==> src/hw/rtl/header_length_xor_frame_receiver_assert.svh <==
// Assertion macros shared by the frame receiver RTL.
`ifndef HEADER_LENGTH_XOR_FRAME_RECEIVER_ASSERT_SVH
`define HEADER_LENGTH_XOR_FRAME_RECEIVER_ASSERT_SVH

// The consequent must hold in the same cycle as the antecedent.
`define HLXFR_ASSERT_IMP(name, clk, rstn, ante, cons) \
  name: assert property (@(posedge clk) disable iff (!(rstn)) (ante) |-> (cons)) \
    else $error("hlxfr assertion failed");

// The consequent must hold in the cycle after the antecedent.
`define HLXFR_ASSERT_NXT(name, clk, rstn, ante, cons) \
  name: assert property (@(posedge clk) disable iff (!(rstn)) (ante) |=> (cons)) \
    else $error("hlxfr assertion failed");

`endif

==> src/hw/rtl/hlxfr_pkg.sv <==
package hlxfr_pkg;

  // Header bytes of a frame.
  localparam logic [7:0] SYNC0      = 8'h55;
  localparam logic [7:0] SYNC1      = 8'h4E;
  localparam logic [7:0] SYNC2      = 8'h45;
  localparam logic [7:0] SYNC3      = 8'h52;
  localparam logic [7:0] ZERO_BYTE  = 8'h00;
  localparam logic [7:0] COLON      = 8'h3A;
  localparam logic [7:0] ALIVE_INIT = 8'hF0;

  // Checksum seed for the fixed header bytes; the length byte is folded in later.
  localparam logic [7:0] HDR_XOR = SYNC0 ^ SYNC1 ^ SYNC2 ^ SYNC3 ^ ZERO_BYTE ^ COLON;

  typedef enum logic [2:0] {
    PH_SYNC0  = 3'd0,
    PH_SYNC1  = 3'd1,
    PH_SYNC2  = 3'd2,
    PH_SYNC3  = 3'd3,
    PH_LENGTH = 3'd4,
    PH_ZERO   = 3'd5,
    PH_COLON  = 3'd6,
    PH_BODY   = 3'd7
  } phase_e;

  typedef enum logic [1:0] {
    ST_NONE = 2'd0,
    ST_OK   = 2'd1,
    ST_BAD  = 2'd2
  } status_e;

endpackage

==> src/hw/rtl/header_length_xor_frame_receiver.sv <==
// Frame receiver for a byte stream: it hunts for the sync bytes 0x55 0x4E 0x45 0x52,
// takes a length byte, expects 0x00 and ':', then counts length bytes of body whose
// last byte is an XOR checksum over every earlier frame byte. Every input beat yields
// exactly one registered output beat: frame status (none, accepted, bad checksum),
// the first body byte and an alive request when an accepted frame starts with the
// programmed alive code. A length byte of zero means a 256-byte body. The block takes
// one beat per cycle; the only loop is the per-byte state update, which sits between
// the input side and a single output register, and the input stays ready while that
// register is empty or being drained in the same cycle. The user must write the alive
// code via cfg_we_i / cfg_wdata_i only while idle; the block does not enforce it.
`include "header_length_xor_frame_receiver_assert.svh"

module header_length_xor_frame_receiver (
  input  logic        clk_i,
  input  logic        rst_ni,
  // Alive code register write.
  input  logic        cfg_we_i,
  input  logic [7:0]  cfg_wdata_i,
  // Received bytes. tdata[7:0] = rx_byte.
  input  logic        s_axis_tvalid_i,
  output logic        s_axis_tready_o,
  input  logic [7:0]  s_axis_tdata_i,
  // Results. tdata[1:0] = frame_status, [9:2] = first_payload,
  // [10] = alive_request, [15:11] = zero.
  output logic        m_axis_tvalid_o,
  input  logic        m_axis_tready_i,
  output logic [15:0] m_axis_tdata_o
);

  hlxfr_pkg::phase_e  phase_q, phase_d;
  logic [7:0]         bytes_left_q, bytes_left_d;
  logic [7:0]         run_xor_q, run_xor_d;
  logic [7:0]         saved_first_q, saved_first_d;
  logic               first_taken_q, first_taken_d;
  logic [7:0]         alive_code_q;

  logic               out_valid_q;
  hlxfr_pkg::status_e status_q, status_d;
  logic [7:0]         first_q, first_d;
  logic               alive_q, alive_d;

  logic               in_accept;
  logic               rehunt;
  logic [7:0]         rx_byte;
  logic [7:0]         body_first;
  logic               is_check;

  assign rx_byte         = s_axis_tdata_i;
  assign s_axis_tready_o = !out_valid_q || m_axis_tready_i;
  assign in_accept       = s_axis_tvalid_i && s_axis_tready_o;

  // The checksum byte of a one-byte body is also its first byte.
  assign body_first = first_taken_q ? saved_first_q : rx_byte;
  assign is_check   = (bytes_left_q == 8'd1);

  // Header and body sequencing. A header mismatch after the first sync byte
  // re-examines the same byte as a possible first sync byte.
  always_comb begin
    rehunt  = 1'b0;
    phase_d = phase_q;
    unique case (phase_q)
      hlxfr_pkg::PH_SYNC0: begin
        if (rx_byte == hlxfr_pkg::SYNC0) phase_d = hlxfr_pkg::PH_SYNC1;
      end
      hlxfr_pkg::PH_SYNC1: begin
        if (rx_byte == hlxfr_pkg::SYNC1) phase_d = hlxfr_pkg::PH_SYNC2;
        else rehunt = 1'b1;
      end
      hlxfr_pkg::PH_SYNC2: begin
        if (rx_byte == hlxfr_pkg::SYNC2) phase_d = hlxfr_pkg::PH_SYNC3;
        else rehunt = 1'b1;
      end
      hlxfr_pkg::PH_SYNC3: begin
        if (rx_byte == hlxfr_pkg::SYNC3) phase_d = hlxfr_pkg::PH_LENGTH;
        else rehunt = 1'b1;
      end
      hlxfr_pkg::PH_LENGTH: begin
        phase_d = hlxfr_pkg::PH_ZERO;
      end
      hlxfr_pkg::PH_ZERO: begin
        if (rx_byte == hlxfr_pkg::ZERO_BYTE) phase_d = hlxfr_pkg::PH_COLON;
        else rehunt = 1'b1;
      end
      hlxfr_pkg::PH_COLON: begin
        if (rx_byte == hlxfr_pkg::COLON) phase_d = hlxfr_pkg::PH_BODY;
        else rehunt = 1'b1;
      end
      hlxfr_pkg::PH_BODY: begin
        if (is_check) phase_d = hlxfr_pkg::PH_SYNC0;
      end
      default: phase_d = hlxfr_pkg::PH_SYNC0;
    endcase
    if (rehunt) begin
      phase_d = (rx_byte == hlxfr_pkg::SYNC0) ? hlxfr_pkg::PH_SYNC1 : hlxfr_pkg::PH_SYNC0;
    end
  end

  // Counter, checksum and result for the current byte.
  always_comb begin
    bytes_left_d  = bytes_left_q;
    run_xor_d     = run_xor_q;
    saved_first_d = saved_first_q;
    first_taken_d = first_taken_q;
    status_d      = hlxfr_pkg::ST_NONE;
    first_d       = 8'h00;
    alive_d       = 1'b0;
    unique case (phase_q)
      hlxfr_pkg::PH_LENGTH: begin
        bytes_left_d = rx_byte;
      end
      hlxfr_pkg::PH_COLON: begin
        if (rx_byte == hlxfr_pkg::COLON) begin
          run_xor_d     = hlxfr_pkg::HDR_XOR ^ bytes_left_q;
          first_taken_d = 1'b0;
        end
      end
      hlxfr_pkg::PH_BODY: begin
        saved_first_d = body_first;
        first_taken_d = 1'b1;
        if (is_check) begin
          first_d      = body_first;
          bytes_left_d = 8'd0;
          if (run_xor_q == rx_byte) begin
            status_d = hlxfr_pkg::ST_OK;
            alive_d  = (body_first == alive_code_q);
          end else begin
            status_d = hlxfr_pkg::ST_BAD;
          end
        end else begin
          run_xor_d    = run_xor_q ^ rx_byte;
          bytes_left_d = bytes_left_q - 8'd1;
        end
      end
      default: begin
      end
    endcase
  end

  always_ff @(posedge clk_i or negedge rst_ni) begin
    if (!rst_ni) begin
      phase_q       <= hlxfr_pkg::PH_SYNC0;
      bytes_left_q  <= 8'd0;
      run_xor_q     <= 8'd0;
      saved_first_q <= 8'd0;
      first_taken_q <= 1'b0;
    end else if (in_accept) begin
      phase_q       <= phase_d;
      bytes_left_q  <= bytes_left_d;
      run_xor_q     <= run_xor_d;
      saved_first_q <= saved_first_d;
      first_taken_q <= first_taken_d;
    end
  end

  always_ff @(posedge clk_i or negedge rst_ni) begin
    if (!rst_ni) begin
      alive_code_q <= hlxfr_pkg::ALIVE_INIT;
    end else if (cfg_we_i) begin
      alive_code_q <= cfg_wdata_i;
    end
  end

  always_ff @(posedge clk_i or negedge rst_ni) begin
    if (!rst_ni) begin
      out_valid_q <= 1'b0;
    end else if (in_accept) begin
      out_valid_q <= 1'b1;
    end else if (m_axis_tready_i) begin
      out_valid_q <= 1'b0;
    end
  end

  always_ff @(posedge clk_i) begin
    if (in_accept) begin
      status_q <= status_d;
      first_q  <= first_d;
      alive_q  <= alive_d;
    end
  end

  assign m_axis_tvalid_o = out_valid_q;
  assign m_axis_tdata_o  = {5'd0, alive_q, first_q, status_q};

  // An alive request only comes with an accepted frame.
  `HLXFR_ASSERT_IMP(a_alive_only_ok, clk_i, rst_ni, out_valid_q && alive_q,
                    status_q == hlxfr_pkg::ST_OK)
  // Outside the body no frame can complete.
  `HLXFR_ASSERT_NXT(a_status_from_body, clk_i, rst_ni,
                    in_accept && (phase_q != hlxfr_pkg::PH_BODY),
                    status_q == hlxfr_pkg::ST_NONE)
  // A body byte that is not the checksum keeps the block in the body.
  `HLXFR_ASSERT_NXT(a_body_stays, clk_i, rst_ni,
                    in_accept && (phase_q == hlxfr_pkg::PH_BODY) && !is_check,
                    (phase_q == hlxfr_pkg::PH_BODY) && first_taken_q)
  // A checksum byte always closes the frame with a status.
  `HLXFR_ASSERT_NXT(a_check_closes, clk_i, rst_ni,
                    in_accept && (phase_q == hlxfr_pkg::PH_BODY) && is_check,
                    (phase_q == hlxfr_pkg::PH_SYNC0) && (status_q != hlxfr_pkg::ST_NONE))

endmodule

==> config.mk <==
export PLATFORM = sky130hd
export DESIGN_NAME = header_length_xor_frame_receiver
export DESIGN_NICKNAME = d
export VERILOG_FILES = /design/src/hw/rtl/hlxfr_pkg.sv /design/src/hw/rtl/header_length_xor_frame_receiver.sv
export VERILOG_INCLUDE_DIRS = /design/src /design/src/hw/rtl
export SDC_FILE = /design/constraint.sdc
export NUM_CORES = 1
export LEC_CHECK = 0
export ABC_AREA = 0
export BUFFER_PORTS_ARGS = -buffer_cell sky130_fd_sc_hd__buf_2
export CORE_AREA = 2 2 70 72
export CTS_BUF_LIST = sky130_fd_sc_hd__clkbuf_16
export CTS_CLUSTER_DIAMETER = 60
export CTS_CLUSTER_SIZE = 40
export DETAILED_ROUTE_END_ITERATION = 7
export DIE_AREA = 0 0 72 74
export PLACE_DENSITY = 0.82
export SLEW_MARGIN = 20
export SYNTH_ARGS = -nofsm -noshare
export SYNTH_HDL_FRONTEND = slang
export SYNTH_SLANG_ARGS = --single-unit
==> constraint.sdc <==
create_clock -name clk_i -period 5.65 [get_ports clk_i]
set_clock_uncertainty 0.15 [all_clocks]
set_input_delay 1.695 -clock clk_i [delete_from_list [all_inputs] [get_ports clk_i]]
set_output_delay 1.695 -clock clk_i [all_outputs]
set_load 0.1 [all_outputs]
# [After elaboration in Yosys (flattened, before gate mapping)]
# Cells that the tools add are included.
[word_totals] reg_bits=48 elab_cells=79 latch_bits=0 input_bits=21 memories=0 romBits=0 output_inout_bits=18 mem_bits_rw=0
[op_classes] n_shift=0 addsub=1 mul=0 n_reduce_logical=15 mux=27 eq_ne=24 bitwise_logic=2 div=0 order_cmp=0
[op_table] operator="$eq A8 B7 Y1 const B" n=4
[op_table] operator="$mux W8" n=4
[op_table] operator="$pmux W8 S2" n=2
[op_table] operator="$mux W3" n=8
[op_table] operator="$pmux W3 S8" n=1
[op_table] operator="$ne A3 B3 Y1 const B" n=7
[op_table] operator="$eq A8 B8 Y1" n=2
[op_table] operator="$eq A3 B3 Y1 const B" n=4
[op_table] operator="$mux W1" n=9
[op_table] operator="$eq A8 B1 Y1 const B" n=1
[op_table] operator="$eq A8 B6 Y1 const B" n=1
[op_table] operator="$logic_not A8 Y1" n=1
[op_table] operator="$reduce_and A8 Y1" n=1
[op_table] operator="$sub A8 B1 Y8 const B" n=1
[op_table] operator="$xor A8 B8 Y8" n=1
[op_table] operator="$eq A3 B2 Y1 const B" n=2
[op_table] operator="$reduce_and A2 Y1" n=3
[op_table] operator="$reduce_and A3 Y1" n=2
[op_table] operator="$reduce_bool A2 Y1" n=3
[op_table] operator="$pmux W1 S5" n=1
[op_table] operator="$ne A2 B2 Y1 const B" n=2
[op_table] operator="$not A4 Y4" n=1
[op_table] operator="$reduce_and A4 Y1" n=1
[op_table] operator="$eq A3 B1 Y1 const B" n=1
[op_table] operator="other kinds (6)" n=6

# [Logic depth before layout (Yosys ltp)]
# Gate-level depths: netlist (run 1).
[depth] depth_word=5 depth_mapped=8 depth_no_buf=7

# [Worst setup path after synthesis (run 1)]
# No wires, ideal clock.
[synth_timing] kind="input to output" start="in m_axis_tready_i" end="out s_axis_tready_o" arrival_ns=2.497 cell_stages=1 t_required_ns=3.805 path_buffers=0 path_slack_ns=1.308 cell_sequence="nand2b_1"
[synth_via] elab_chain_cells=1
[synth_lines] item="start, declared" line_no="header_length_xor_frame_receiver.sv:26" text="input logic m_axis_tready_i,"
[synth_lines] item="$logic_or A1 B1 Y1" line_no="header_length_xor_frame_receiver.sv:49" text="assign s_axis_tready_o = !out_valid_q || m_axis_tready_i;"
[synth_lines] item="end, declared" line_no="header_length_xor_frame_receiver.sv:21" text="output logic s_axis_tready_o,"
# No other way between the ends.

# [Final worst setup path (run 1)]
# Same ends and word-level chain as after synthesis.

==> results of run 1 <==
## kinds of logic after synthesis
logic type / Yosys count
AOI/OAI and AO/OA: 65
xor gates and xnor gates: 14
adders and majority gates: 2
buffers and inverters: 31
DFF: 48
muxes: 22
other: 1
and+or+nand+nor: 82
## synth_stat cells, drive strengths merged (2+ instances only)
library cell and instances:
o21a 2, nand3 7, a31oi 2, mux2i 8, nor4b 3, nor4 4, dfstp 4, nand2b 6
a2bb2oi 2, inv 9, nand2 16, mux2 14, ha 2, buf 13, nor3 5, and3 3
nand4 4, or4 3, edfxtp 11, a32oi 5, a22o 4, a32o 2, nor2b 2, and2 2
a21oi 11, xnor2 14, a221oi 2, dfrtp 33, nor2 21, clkbuf 9, o21ai 30, nand3b 2
## cell type report
| type | instances | share of cell area |
|---|---|---|
| Multi-Input combinational cell | 190 | 0.435 |
| Clock buffer | 5 | 0.0418 |
| Inverter | 9 | 0.0113 |
| Timing Repair Buffer | 33 | 0.0551 |
| Sequential cell | 48 | 0.421 |
| Clock inverter | 3 | 0.0129 |
| Tap cell | 54 | 0.0226 |
## sequential cells by signal, summed over array words and instances, names as in the netlist
| signal | flops |
|---|---|
| alive_code_q | 8 |
| bytes_left_q | 8 |
| first_q | 8 |
| run_xor_q | 8 |
| saved_first_q | 8 |
| phase_q | 3 |
| status_q | 2 |
| alive_q | 1 |
| first_taken_q | 1 |
| m_axis_tvalid_o | 1 |
## placed cells by master (no fill, tap or decap), types with 5 or more instances in the layout
cell type and count:
o21ai_0 25, nand3_1 7, clkbuf_16 5, conb_1 5, mux2i_1 8, edfxtp_1 11, buf_2 33, a21oi_1 11
a32oi_1 5, dfrtp_1 33, nand2_1 15, nor2_1 20, nand2b_1 6, xnor2_1 14, mux2_2 14, inv_1 10
## layer usage
metal  track usage  wire length, um  share of wire  vias to the layer above
met5             0                0              0                        -
met4        0.0566               44         0.0079                        0
met3        0.0366              301          0.054                        7
met2         0.362             2710           0.49                       56
met1         0.312             2480           0.45                     1012
li1              -                -              -                     1001
## power by group through the flow
stage	registers, mW	clock network (mW)	logic (mW)
floorplan	0.556	0	0.419
CTS	0.576	0.329	0.501
finish	0.578	0.326	0.502
global route	0.594	0.344	0.558
detailed placement	0.580	0	0.494
global placement	0.574	0	0.481
## final timing paths
path                       depth (start not counted)  slack, ns               end              from
hold / removal                                     1       0.36  saved_first_q[2]  saved_first_q[2]
max in group asynchronous                          1       3.45      run_xor_q[3]            rst_ni
setup reg to reg                                   4       3.08      run_xor_q[7]        phase_q[2]
hold reg to reg                                    1       0.36  saved_first_q[2]  saved_first_q[2]
setup / recovery                                   3       1.45   s_axis_tready_o   m_axis_tready_i
min in group asynchronous                          1       1.35   bytes_left_q[4]            rst_ni
## critical path, cell delays in order
cell and delay (ns):
buf_2 0.07, nand2b_1 0.15, buf_2 0.44
==> results.tsv, run 1 <==
stage	metric	value	unit
pwr	ir_drop	0.000328	V
layout	nNetsFinal	310	
setup_path	critical_path_arrival	2.36	ns
place	dp.cells	334	
floorplan	coreArea	4600	um^2
route	antenna_left	0	
layout	fin_util	0.651	
route	first_pass_iters	4	
floorplan	die_y	74	um
layout	drive_above_1_share	0.233	
clock_tree	clock_sinks	48	
floorplan	ioPinCount	39	
clock_tree	cts_root_buffer	clkbuf_16	
logic_synthesis	synthCells	265	
setup_path	path_max_fanout	4	
logic_synthesis	synth_fa_ha_area_frac	0.00927	
layout	stdcell_area	3000	um^2
logic_synthesis	yosysSeqAreaShare	0.467	
setup_path	end_kind	output port	
pwr	seq_power_share	0.411	
layout	regArea	1260	um^2
logic_synthesis	ys_top_cells_by_area	dfrtp_1 31%, edfxtp_1 12%, mux2_2 5.8%, o21ai_0 4.6%, xnor2_1 4.5%	
floorplan	dieArea	5330	um^2
timing	rsz0062_at_grt	false	
clock_tree	clk_latency	0.28	ns
timing	min_period_over_period	0.744	
setup_path	crit_type	input pin to output port	
clock_tree	h-tree-depth	2	
route	via_per_inst	6.07	
logic_synthesis	synth_simple_gate_area_frac	0.179	
route	drt_wl_total	5.54	mm
place	dp_slack	1.45	ns
pwr	total_power	1.41	mW
logic_synthesis	synth.avg_cell_area	10.2	um^2
pwr	p_per_area	469	nW/um^2
route	drc	0	
place	placed_area	2830	um^2
clock_tree	hold_buffers	0	
pwr	internal-power	0.873	mW
timing	hold_viol	0	
min_path	hp-class	flip-flop to flip-flop	
layout	num_antenna_cells	0	
logic_synthesis	synth_cell_types	52	
pwr	p_clk_frac	0.232	
pwr	combPwrFrac	0.357	
setup_path	required	3.81	ns
place	portBuffers	33	
timing	max_freq	0.238	GHz
clock_tree	cts_tree	built	
pwr	p_sw_frac	0.379	
logic_synthesis	muxShareOfSynthArea	0.0880	
logic_synthesis	synth_edf_count	11	
status	status	finished clean	
clock_tree	clk_pin_slew	0.06	ns
place	hpwl	3.91	mm
global_routing	antenna_found_initial	0	
setup_path	startpoint_type	input pin	
timing	finalSetupViolations	0	
logic_synthesis	synth_compound_area_frac	0.154	
clock_tree	clockBufferDepth	2	
logic_synthesis	synthXorXnorAreaFrac	0.0454	
global_routing	globalRouteTotalUtil	0.221	
route	initialDrtViolationCount	180	
floorplan	die_w	72	um
layout	multi_input_area	1300	um^2
pwr	p_sw	0.533	mW
logic_synthesis	ys_seq_elements	48	
clock_tree	post_cts_buffers	0	
logic_synthesis	netlist_area	2700	um^2
logic_synthesis	synth_area_leader_cell	dfrtp_1	
timing	relSlewSlack	0.326	
clock_tree	cts-resized-gates	0	
logic_synthesis	synth_top_cell_area_share	0.306	
timing	setup_slack	1.45	ns
job	drv_cap	0	
clock_tree	numCtsBuffers	5	
route	vias	2076	
timing	maxSlewViolCount	0	
layout	fin_cells	342	
timing	fin_setup_tns	0	ns
floorplan	rows	25	
logic_synthesis	synthFlopType	dfrtp_1	
global_routing	grt_max_degree	38	
logic_synthesis	synth_top_family_by_area	simple AND/OR/NAND/NOR gates	
global_routing	grt_remaining_overflow	0	
logic_synthesis	yosysWarnings	0	
timing	worstMarginPinSlew	1.01	ns
pwr	p_leak	1.29	nW
layout	area_growth	10.9	%
floorplan	start_util	0.587	
timing	finalWorstPathRequiredPeriod	4.20	ns
layout	fillers	363	
timing	holdWs	0.357	ns
route	post_drt_wl_per_cell	16.2	um
global_routing	grt_pass1_vias	1888	
place	gp_congestion	0.898	
logic_synthesis	async_reset_ff_frac	0.771	
global_routing	grt_pass1_wl	8.97	mm
(Power assumes the default switching activity.)
==> run 2: changes to the inputs <==
--- a/config.mk
+++ b/config.mk
@@ -6,15 +6,15 @@
 export SDC_FILE = /design/constraint.sdc
 export NUM_CORES = 1
 export LEC_CHECK = 0
-export ABC_AREA = 0
+export ABC_AREA = 1
 export BUFFER_PORTS_ARGS = -buffer_cell sky130_fd_sc_hd__buf_2
-export CORE_AREA = 2 2 70 72
+export CORE_AREA = 2 2 74 76
 export CTS_BUF_LIST = sky130_fd_sc_hd__clkbuf_16
 export CTS_CLUSTER_DIAMETER = 60
 export CTS_CLUSTER_SIZE = 40
 export DETAILED_ROUTE_END_ITERATION = 7
-export DIE_AREA = 0 0 72 74
-export PLACE_DENSITY = 0.82
+export DIE_AREA = 0 0 76 78
+export PLACE_DENSITY = 0.78
 export SLEW_MARGIN = 20
 export SYNTH_ARGS = -nofsm -noshare
 export SYNTH_HDL_FRONTEND = slang
==> constraint.sdc (replaced) <==
create_clock -name clk_i -period 4.2 [get_ports clk_i]
set_clock_uncertainty 0.15 [all_clocks]
set_input_delay 1.26 -clock clk_i [delete_from_list [all_inputs] [get_ports clk_i]]
set_output_delay 1.26 -clock clk_i [all_outputs]
set_load 0.1 [all_outputs]
==> run 2 against run 1 <==
Compared with the run above: final area rose by 5.6%; setup slack worse by 0.55 ns; combinational power is 29% higher; highest routed layer unchanged.
==> results.tsv, run 2 <==
stage	metric	value	unit
route	first_pass_iters	4	
floorplan	coreArea	5040	um^2
logic_synthesis	synth_cell_types	32	
layout	num_antenna_cells	0	
timing	holdWs	0.340	ns
clock_tree	h-tree-depth	2	
route	initialDrtViolationCount	159	
timing	relSlewSlack	0.448	
setup_path	max_stage_delay	0.43	ns
timing	rsz0062_at_grt	false	
setup_path	startpoint_type	input pin	
timing	finalWorstPathRequiredPeriod	3.30	ns
logic_synthesis	netlist_area	2870	um^2
route	post_drt_wl_per_cell	12.4	um
setup_path	crit_path_top_delay_cell	buf_2	
setup_path	critical_path_arrival	1.89	ns
logic_synthesis	yosysWarnings	0	
logic_synthesis	yosysMostFrequentCell	nand2_1	
clock_tree	cts_root_buffer	clkbuf_16	
global_routing	antenna_found_initial	0	
setup_path	worstPathCellList	buf_2 > inv_1 > nand2_2 > buf_2	
logic_synthesis	synth_commonest_cells	78 x nand2_1, 53 x nor2_1, 35 x inv_1, 33 x dfrtp_1, 28 x o21ai_0	
clock_tree	clock_sinks	48	
clock_tree	clk_pin_slew	0.06	ns
floorplan	die_w	76	um
timing	finalSetupViolations	0	
route	drc	0	
logic_synthesis	synth_edf_count	11	
logic_synthesis	synthFlopType	dfrtp_1	
clock_tree	hold_buffers	0	
timing	fin_setup_tns	0	ns
layout	final_cell_mix	78 x nand2_1, 53 x nor2_1, 36 x inv_1	
logic_synthesis	ys_top_cells_by_area	dfrtp_1 29%, edfxtp_1 12%, nand2_1 10%, nor2_1 6.9%, o21ai_0 4.9%	
clock_tree	clk_latency	0.29	ns
global_routing	grt_max_degree	38	
place	gp_congestion	0.890	
logic_synthesis	synthCells	355	
logic_synthesis	async_reset_ff_frac	0.771	
floorplan	start_util	0.569	
timing	worstMarginPinSlew	0.828	ns
layout	area_growth	10.3	%
logic_synthesis	synth_top_cell_area_share	0.288	
pwr	p_leak	1.57	nW
global_routing	grt_pass1_wl	10.1	mm
timing	maxSlewViolCount	0	
clock_tree	post_cts_buffers	0	
setup_path	end_kind	output port	
place	portBuffers	33	
setup_path	crit_top_cell	buf_2	
timing	max_freq	0.303	GHz
min_path	hp-class	flip-flop to flip-flop	
clock_tree	numCtsBuffers	5	
floorplan	dieArea	5930	um^2
route	drt_wl_total	5.66	mm
floorplan	die_y	78	um
timing	min_period_over_period	0.785	
pwr	p_per_area	559	nW/um^2
logic_synthesis	synth_area_leader_cell	dfrtp_1	
layout	fin_cells	455	
layout	fin_util	0.627	
global_routing	globalRouteTotalUtil	0.213	
pwr	total_power	1.77	mW
min_path	min_from	saved_first_q[5]	
global_routing	grt_pass1_vias	2182	
clock_tree	cts-resized-gates	0	
timing	hold_viol	0	
global_routing	grt_remaining_overflow	0	
layout	fillers	455	
route	vias	2287	
layout	final_common_cell	nand2_1	
logic_synthesis	ys_seq_elements	48	
setup_path	required	2.79	ns
setup_path	path_max_fanout	3	
floorplan	rows	26	
job	drv_cap	0	
clock_tree	clockBufferDepth	2	
floorplan	ioPinCount	39	
pwr	ir_drop	0.000339	V
logic_synthesis	synth.avg_cell_area	8.08	um^2
setup_path	crit_type	input pin to output port	
route	antenna_left	0	
logic_synthesis	yosysSeqAreaShare	0.440	
layout	nNetsFinal	407	
layout	drive_above_1_share	0.218	
setup_path	r2r-start	m_axis_tvalid_o	
route	via_per_inst	5.03	
clock_tree	cts_tree	built	
place	dp.cells	447	
status	status	finished clean	
place	hpwl	4.26	mm
setup_path	critPathLaunch	m_axis_tready_i	
==> run 2: cell types whose count changed in the layout (fill, tap and decap cells not counted), sizes merged, moves of 5 or more <==
cell | before | now
inv | 10 | 45
mux2 | 14 | 4
mux2i | 8 | 0
nand2 | 16 | 85
xnor2 | 14 | 9
nand2b | 6 | 0
xor2 | 0 | 5
nor2 | 21 | 64
a21oi | 11 | 23
a32oi | 5 | 0
==> run 2: cell type report <==
class	instances	area [um^2]	area share
repair buffers	34	173	0.0546
well taps	70	87.6	0.0277
flip-flops and latches	48	1260	0.399
multi-input cells	252	1340	0.423
clock buffers	5	125	0.0396
clock inverters	3	15.0	0.00475
inverters	43	161	0.0510
==> run 2: cell families after synthesis <==
logic type               count (synthesis)  synth area share
AO/OA/AOI/OAI                           59             0.118
AND/OR/NAND/NOR                        168             0.275
adder cells (fa/ha/maj)                  2           0.00872
XOR/XNOR                                14            0.0428
multiplexers                             4            0.0157
other                                    1           0.00131
buffers and inverters                   59            0.0986
flip-flops                              48             0.440
==> run 2: worst paths after layout <==
kind / endpoint / slack [ns] / depth (start not counted)
worst max-delay path: s_axis_tready_o / 0.90 / 4
worst min-delay path: saved_first_q[5] / 0.34 / 2
worst max register to register: bytes_left_q[2] / 2.11 / 9
worst min register to register: saved_first_q[5] / 0.34 / 2
max in group asynchronous: run_xor_q[3] / 2.46 / 1
min in group asynchronous: run_xor_q[4] / 0.92 / 1
==> run 2: report_power, final <==
group          internal [mW]  switching (mW)
combinational          0.229           0.416
sequential             0.614           0.120
clock                  0.218           0.169
total                   1.06           0.705
==> run 2: routing by layer <==
metal,GRT usage,wire length [um],part of all wire,vias to the layer above
li1,-,-,-,1168
met1,0.300,2550,0.45,1043
met2,0.341,2690,0.47,67
met3,0.0326,328,0.058,9
met4,0.0673,99,0.017,0
met5,0,0,0,-
==> run 2: worst max-delay path, delay by kind of cell <==
kind | cells | cell delay (ns)
AND/OR/NAND/NOR | 1 | 0.08
buffers and inverters | 3 | 0.55
==> run 2: per-stage QoR <==
step                      setup WS (ns)  area [um^2]
after detailed placement          0.893         3020
after CTS                         0.892         3160
after floorplan                    1.09         2880
final                             0.902         3160
after global placement            0.933         3020
after global routing              0.888         3160
